==> config.mk <==
export PLATFORM = sky130hd
export DESIGN_NAME = amc_alu
export DESIGN_NICKNAME = d
export VERILOG_FILES = /design/src/sv/amc_pkg.sv /design/src/sv/amc_alu.sv
export SDC_FILE = /design/constraint.sdc
export NUM_CORES = 1
export LEC_CHECK = 0
export ABC_AREA = 1
export BUFFER_PORTS_ARGS = -buffer_cell sky130_fd_sc_hd__buf_4
export CAP_MARGIN = 25
export CORE_ASPECT_RATIO = 0.9
export CORE_MARGIN = 2
export CORE_UTILIZATION = 40
export CTS_CLUSTER_SIZE = 12
export DETAILED_ROUTE_END_ITERATION = 16
export GPL_ROUTABILITY_DRIVEN = 0
export HOLD_SLACK_MARGIN = 0.05
export PLACE_DENSITY = 0.64
export SYNTH_ARGS = -nofsm -noshare
export SYNTH_HDL_FRONTEND = slang
export SYNTH_SLANG_ARGS = --single-unit
==> constraint.sdc <==
create_clock -name clock -period 4.2 [get_ports clock]
set_clock_uncertainty 0.1 [all_clocks]
set_input_delay 0.84 -clock clock [delete_from_list [all_inputs] [get_ports clock]]
set_output_delay 0.84 -clock clock [all_outputs]
set_load 0.005 [all_outputs]
==> src/sv/amc_pkg.sv <==
// ----------------------------------------------------------------------------
// amc_pkg
// Shared opcodes, status codes and types for the accumulator machine core.
// ----------------------------------------------------------------------------
package amc_pkg;

   // instruction opcodes
   localparam logic [15:0] OP_ADD    = 16'h0001;
   localparam logic [15:0] OP_SUB    = 16'h0002;
   localparam logic [15:0] OP_MUL    = 16'h0003;
   localparam logic [15:0] OP_DIV    = 16'h0004;
   localparam logic [15:0] OP_JMP    = 16'h0005;
   localparam logic [15:0] OP_JMPN   = 16'h0006;
   localparam logic [15:0] OP_JMPP   = 16'h0007;
   localparam logic [15:0] OP_JMPZ   = 16'h0008;
   localparam logic [15:0] OP_COPY   = 16'h0009;
   localparam logic [15:0] OP_LOAD   = 16'h000A;
   localparam logic [15:0] OP_STORE  = 16'h000B;
   localparam logic [15:0] OP_INPUT  = 16'h000C;
   localparam logic [15:0] OP_OUTPUT = 16'h000D;
   localparam logic [15:0] OP_STOP   = 16'h000E;
   localparam logic [15:0] OP_THROW  = 16'h000F;
   localparam logic [15:0] OP_NOP    = 16'h0010;
   localparam logic [15:0] OP_FIRST  = OP_ADD;
   localparam logic [15:0] OP_LAST   = OP_NOP;

   // request kinds
   localparam logic KIND_EXEC    = 1'b0;
   localparam logic KIND_PRELOAD = 1'b1;

   // status codes
   localparam logic [2:0] ST_RUN   = 3'd0;
   localparam logic [2:0] ST_STOP  = 3'd1;
   localparam logic [2:0] ST_THROW = 3'd2;
   localparam logic [2:0] ST_BADOP = 3'd3;
   localparam logic [2:0] ST_DIVZ  = 3'd4;

   // command to the shared multiply / divide unit
   typedef struct packed {
      logic start;
      logic is_div;
   } amc_alu_cmd_type;

endpackage

==> src/sv/amc_alu.sv <==
// ----------------------------------------------------------------------------
// amc_alu
// Shared iterative 16-bit unit: shift-add multiply (low half) and restoring
// signed divide truncating toward zero, one bit per cycle.
// ----------------------------------------------------------------------------
module amc_alu (
   input  logic                     clock,
   input  logic                     reset,
   input  amc_pkg::amc_alu_cmd_type cmd,
   input  logic [15:0]              opnd_a,
   input  logic [15:0]              opnd_b,
   output logic                     done,
   output logic [15:0]              result
);
   import amc_pkg::*;

   typedef enum logic [1:0] {A_IDLE, A_RUN, A_DONE} alu_state_type;

   alu_state_type state_ff, state_in;
   logic [3:0]    cnt_ff, cnt_in;
   logic          is_div_ff, is_div_in;
   logic          neg_ff, neg_in;
   logic [15:0]   x_ff, x_in;
   logic [15:0]   y_ff, y_in;
   logic [16:0]   p_ff, p_in;

   logic [16:0]   shifted;
   logic [16:0]   diff;
   logic [15:0]   mag_a;
   logic [15:0]   mag_b;

   // magnitudes for signed divide
   assign mag_a = opnd_a[15] ? (16'd0 - opnd_a) : opnd_a;
   assign mag_b = opnd_b[15] ? (16'd0 - opnd_b) : opnd_b;

   // one restoring step
   assign shifted = {p_ff[15:0], x_ff[15]};
   assign diff    = shifted - {1'b0, y_ff};

   // next state
   always_comb begin
      state_in  = state_ff;
      cnt_in    = cnt_ff;
      is_div_in = is_div_ff;
      neg_in    = neg_ff;
      x_in      = x_ff;
      y_in      = y_ff;
      p_in      = p_ff;
      unique case (state_ff)
         A_IDLE: begin
            if (cmd.start) begin
               state_in  = A_RUN;
               cnt_in    = 4'd0;
               is_div_in = cmd.is_div;
               neg_in    = opnd_a[15] ^ opnd_b[15];
               p_in      = 17'd0;
               if (cmd.is_div) begin
                  x_in = mag_a;
                  y_in = mag_b;
               end else begin
                  x_in = opnd_b;
                  y_in = opnd_a;
               end
            end
         end
         A_RUN: begin
            if (is_div_ff) begin
               if (!diff[16]) begin
                  p_in = diff;
                  x_in = {x_ff[14:0], 1'b1};
               end else begin
                  p_in = shifted;
                  x_in = {x_ff[14:0], 1'b0};
               end
            end else begin
               if (x_ff[0]) begin
                  p_in = {1'b0, p_ff[15:0] + y_ff};
               end
               x_in = {1'b0, x_ff[15:1]};
               y_in = {y_ff[14:0], 1'b0};
            end
            cnt_in = cnt_ff + 4'd1;
            if (cnt_ff == 4'd15) begin
               state_in = A_DONE;
            end
         end
         A_DONE: begin
            state_in = A_IDLE;
         end
         default: begin
            state_in = A_IDLE;
         end
      endcase
   end

   // state and datapath registers
   always_ff @(posedge clock) begin
      if (reset) begin
         state_ff <= A_IDLE;
      end else begin
         state_ff <= state_in;
      end
      cnt_ff    <= cnt_in;
      is_div_ff <= is_div_in;
      neg_ff    <= neg_in;
      x_ff      <= x_in;
      y_ff      <= y_in;
      p_ff      <= p_in;
   end

   // result, signed fixup for divide
   assign done   = (state_ff == A_DONE);
   assign result = is_div_ff ? (neg_ff ? (16'd0 - x_ff) : x_ff) : p_ff[15:0];

endmodule

==> flow_summary.json, run 1 <==
{
  "fmax_mhz": 327.6,
  "cts.path.max_buffers": 2,
  "postCtsSetupRepairBufs": 0,
  "synth_edf_count": 54,
  "max-vdd-ir-drop_uv": 170.3,
  "ys_types": 48,
  "place_area_sq_um": 6445,
  "ys_async_sr_fraction": 0,
  "dp_hpwl_um": 14210,
  "syn_inst": 861,
  "final_cell_mix": "nand2_1, inv_1, o21ai_0, a21oi_1, nor2_1",
  "ys_seq_area_frac": 0.2814,
  "hold_buffers": 0,
  "ys_top_cells_by_area": "edfxtp_1, nand2_1, inv_1",
  "tightest_slew_ns": 0.7799,
  "die_x_um": 132.1,
  "crit_type": "register to output port",
  "io_buffers": 52,
  "worstPathArrival_ns": 2.11,
  "wire_per_inst_um": 16.21,
  "coreArea_sq_um": 14560,
  "ys_ff_latch": 56,
  "cellLeakagePower_uw": 0.003102,
  "fin_ws_ns": 1.147,
  "slew_violations": 0,
  "critPathCaptureType": "output port",
  "pre_cts_ws_ns": 1.240,
  "clk-insertion-delay-late_ns": 0.30,
  "crit_fanout": 5,
  "vias": 5933,
  "htreeDepth": 2,
  "fin_nets": 970,
  "place_inst": 1088,
  "outcome": "finished clean",
  "synth_top_cell_by_area": "edfxtp_1",
  "period_share": 0.7268,
  "initial_core_util": 0.4056,
  "period_needed_ns": 3.053,
  "grt_pass1_wl_um": 28370,
  "cts_tree": "built",
  "drtAntennaViolNets": 0,
  "grt_usage": 0.2254,
  "hold_viol": 0,
  "grt_max_degree": 45,
  "area_growth_pct": 11.63,
  "setup_violations": 0,
  "grt_pass1_vias": 5353,
  "drive_gt1_frac": 0.1147,
  "powerDensity_nw_per_um2": 380.0,
  "die_h_um": 119.3,
  "drt-vias-per-instance": 5.413,
  "clock-sinks": 56,
  "fin_cells": 1096,
  "dieArea_sq_um": 15750,
  "n_antenna_cell": 0,
  "synth_top_area_frac": 0.2746,
  "rsz0062_at_grt": "no",
  "clk_pin_slew_ns": 0.08,
  "maxSlewHeadroom": 0.4788,
  "setup_tns_ns": 0,
  "grt_remaining_overflow": 0,
  "max-cap-violations": 0,
  "rows": 42,
  "ctsResizeCount": 0,
  "wl_um": 17760,
  "firstDrtPassIters": 5,
  "fin_area_sq_um": 6591,
  "cts-root-buf": "clkbuf_16",
  "synth_fp_nets": 934,
  "drt-initial-drc-count": 627,
  "yosysWarnings": 0,
  "final_common_cell": "nand2_1",
  "synth_ff_type": "edfxtp_1",
  "ios": 53,
  "antenna_found_initial": 0,
  "hp-class": "register to register",
  "required_ns": 3.26,
  "synth_area_sq_um": 5904,
  "numCtsBuffers": 5,
  "power.total_uw": 2505,
  "postSynthAreaPerCell_sq_um": 6.858,
  "drc_errors": 0,
  "worstSetupStartpointType": "register"
}
sequential cells by signal (all words and copies together) (netlist names):
| register | cells |
|---|---|
| p_ff | 16 |
| x_ff | 16 |
| y_ff | 16 |
| cnt_ff | 4 |
| state_ff | 2 |
| is_div_ff | 1 |
| neg_ff | 1 |
cell families (layout without fill, tap and decap cells):
logic type | count (synthesis) | after routing | share of synthesized area
buffers and inverters | 149 | 186 | 0.1004
XOR/XNOR | 28 | 28 | 0.04153
AO/OA/AOI/OAI | 210 | 210 | 0.2064
AND/OR/NAND/NOR | 381 | 381 | 0.2893
adder cells (fa/ha/maj) | 37 | 37 | 0.08095
flip-flops | 56 | 56 | 0.2814
where the power goes:
| part | switching, uW | internal [uW] | total [uW] |
|---|---|---|---|
| logic | 812 | 449 | 1260 |
| registers | 85.3 | 720 | 805 |
| clock network | 215 | 223 | 439 |
final cells by class:
class                      instances  area, sq um
fill                            1514         7965
tap                              198        247.7
clock buffer                       5        125.1
inverter                         121        454.2
clock inverter                     3        21.27
timing repair buffer              57        431.7
sequential                        56         1662
multi-input combinational        656         3650
synth_stat cells, types with 11 or more instances:
cell      instances
a21oi_1          72
clkbuf_1         19
edfxtp_1         54
ha_1             35
inv_1           120
nand2_1         198
nand2_2          12
nand3_1          54
nor2_1           68
nor3_1           11
o211ai_1         13
o21ai_0          79
o221ai_1         11
xor2_1           24
critical path, stage by stage (launching register included):
cell      delay, ns
edfxtp_1       0.36
inv_1          0.15
ha_1           0.22
nand4_1        0.16
nor2_1         0.16
nand3_1        0.14
o21ai_0        0.22
xor2_1         0.16
o21ai_0        0.08
buf_4          0.17
metal layers:
metal  vias to the layer above  share of wire  track usage
met4                         0          0.022      0.06046
met2                       242           0.43       0.3457
met5                         -              0            0
met1                      2679           0.47       0.3297
li1                       2985              -            -
met3                        27          0.080      0.03406
through the flow:
| stage | hold slack [ns] | util |
|---|---|---|
| after floorplan | 0.4272 | - |
| after global placement | 0.4854 | 0.4420 |
| after detailed placement | 0.4658 | 0.4428 |
| after CTS | 0.4777 | 0.4528 |
| after global routing | 0.5008 | 0.4528 |
| final | 0.4762 | 0.4528 |
final timing paths:
kind / startpoint / endpoint / slack (ns) / cells after the start
min reg2reg: cnt_ff[3]$_SDFFCE_PN0P_ / state_ff[1]$_SDFFE_PP0P_ / 0.48 / 2
max reg2reg: x_ff[15]$_DFFE_PP_ / p_ff[14]$_SDFFCE_PN0P_ / 1.40 / 15
min: cnt_ff[3]$_SDFFCE_PN0P_ / state_ff[1]$_SDFFE_PP0P_ / 0.48 / 2
max: x_ff[1]$_DFFE_PP_ / result[12] / 1.15 / 9
(Power assumes the default switching activity.)
==> inputs of run 2 (changes only) <==
==> constraint.sdc (replaced) <==
create_clock -name clock -period 3.15 [get_ports clock]
set_clock_uncertainty 0.1 [all_clocks]
set_input_delay 0.63 -clock clock [delete_from_list [all_inputs] [get_ports clock]]
set_output_delay 0.63 -clock clock [all_outputs]
set_load 0.005 [all_outputs]
==> run 2 against run 1 <==
Net effect: cell area is 1.3% higher; global-route usage is 0.11 points higher; sequential cell count stayed put.
==> flow_summary.json, run 2 (synthesis results as in run 1) <==
{
  "outcome": "finished clean",
  "place_area_sq_um": 6494,
  "crit_start": "x_ff[1]$_DFFE_PP_",
  "r2r_setup_slack_ns": 0.45,
  "vias": 6052,
  "htreeDepth": 2,
  "setup_tns_ns": 0,
  "multi_input_area_sq_um": 3650,
  "final_common_cell": "nand2_1",
  "numCtsBuffers": 5,
  "wl_um": 18060,
  "ios": 53,
  "tightest_slew_ns": 0.7575,
  "clock-sinks": 56,
  "n_antenna_cell": 0,
  "period_needed_ns": 2.946,
  "coreArea_sq_um": 14560,
  "clk_pin_slew_ns": 0.08,
  "grt_usage": 0.2264,
  "max-vdd-ir-drop_uv": 200.7,
  "antenna_found_initial": 0,
  "firstDrtPassIters": 5,
  "drtAntennaViolNets": 0,
  "wire_per_inst_um": 16.37,
  "fin_util": 0.4587,
  "fin_nets": 977,
  "r2r_cells": 14,
  "setup_violations": 0,
  "dieArea_sq_um": 15750,
  "cellLeakagePower_uw": 0.003155,
  "worstSetupStartpointType": "register",
  "hp-class": "input pin to register",
  "powerDensity_nw_per_um2": 518.3,
  "critPathCaptureType": "output port",
  "grt_pass1_wl_um": 28500,
  "initial_core_util": 0.4056,
  "cts-root-buf": "clkbuf_16",
  "required_ns": 2.42,
  "top_regs": "p_ff: 16 flops, x_ff: 16 flops, y_ff: 16 flops",
  "die_h_um": 119.3,
  "cts_tree": "built",
  "drc_errors": 0,
  "crit_fanout": 5,
  "crit_type": "register to output port",
  "grt_pass1_vias": 5446,
  "slew_violations": 0,
  "area_growth_pct": 13.07,
  "postCtsSetupRepairBufs": 0,
  "hold_buffers": 0,
  "final_cell_mix": "nand2_1, inv_1, o21ai_0, a21oi_1, nor2_1",
  "regToRegEndpoint": "p_ff[0]$_SDFFCE_PN0P_",
  "r2r_start": "y_ff[0]$_SDFFCE_PP0P_",
  "period_share": 0.9353,
  "ctsResizeCount": 0,
  "die_x_um": 132.1,
  "grt_max_degree": 45,
  "drt-vias-per-instance": 5.487,
  "rsz0062_at_grt": "no",
  "clk-insertion-delay-late_ns": 0.30,
  "grt_remaining_overflow": 0,
  "worstPathArrival_ns": 2.22,
  "cts.path.max_buffers": 2,
  "hold_viol": 0,
  "drive_gt1_frac": 0.1215,
  "max-cap-violations": 0,
  "rows": 42,
  "fill_cells": 1540,
  "drt-initial-drc-count": 547,
  "fmax_mhz": 339.4,
  "dp_hpwl_um": 14380,
  "cp-endpoint": "result[12]",
  "power.total_uw": 3460,
  "fin_area_sq_um": 6676,
  "io_buffers": 52,
  "regArea_sq_um": 1662,
  "maxSlewHeadroom": 0.4945
}
==> run 2: layout make-up <==
| type | count | area share |
|---|---|---|
| Multi-Input combinational cell | 656 | 0.5467 |
| Sequential cell | 56 | 0.2489 |
| Timing Repair Buffer | 64 | 0.07196 |
| Inverter | 121 | 0.06803 |
| Tap cell | 198 | 0.03711 |
| Clock buffer | 7 | 0.02286 |
| Clock inverter | 1 | 0.004498 |
==> run 2: power by group <==
group / switching (uW) / internal (uW)
clock network: 268 / 420
registers: 112 / 959
logic: 1100 / 606
==> run 2: worst min path at each step <==
stage                                  from                        to  slack [ns]  depth (start not counted)
detailed placement  cnt_ff[3]$_SDFFCE_PN0P_  state_ff[1]$_SDFFE_PP0P_        0.47                          2
floorplan           cnt_ff[3]$_SDFFCE_PN0P_  state_ff[0]$_SDFFE_PP0P_        0.43                          3
CTS                                   reset  state_ff[1]$_SDFFE_PP0P_        0.40                          2
finish                                reset  state_ff[1]$_SDFFE_PP0P_        0.40                          2
global route                          reset  state_ff[1]$_SDFFE_PP0P_        0.40                          2
global placement    cnt_ff[3]$_SDFFCE_PN0P_  state_ff[1]$_SDFFE_PP0P_        0.47                          2
==> run 2: metal layers <==
layer  track usage  up-vias  routed length [um]  share of wire
met5             0        -                   0              0
met3       0.04129       26                1406          0.078
met1        0.3263     2772                8390           0.46
li1              -     2996                   -              -
met4       0.05639        0                 377          0.021
met2        0.3499      258                7881           0.44
==> run 2: per-stage QoR <==
stage               setup WS (ns)  hold WS [ns]  instances
global route              0.01381        0.3957       1103
detailed placement         0.3326        0.4736       1095
CTS                        0.2039        0.3993       1103
floorplan                  0.6405        0.4272        861
finish                     0.2038        0.3962       1103
global placement           0.2279        0.4703       1095
==> run 2: critical path, cell delays in order, from the launching register on <==
cell      delay, ns
edfxtp_1       0.36
inv_1          0.15
ha_1           0.22
nand4_1        0.16
nor2_1         0.21
nand3_1        0.16
o21ai_0        0.22
xor2_1         0.17
o21ai_0        0.09
buf_4          0.17
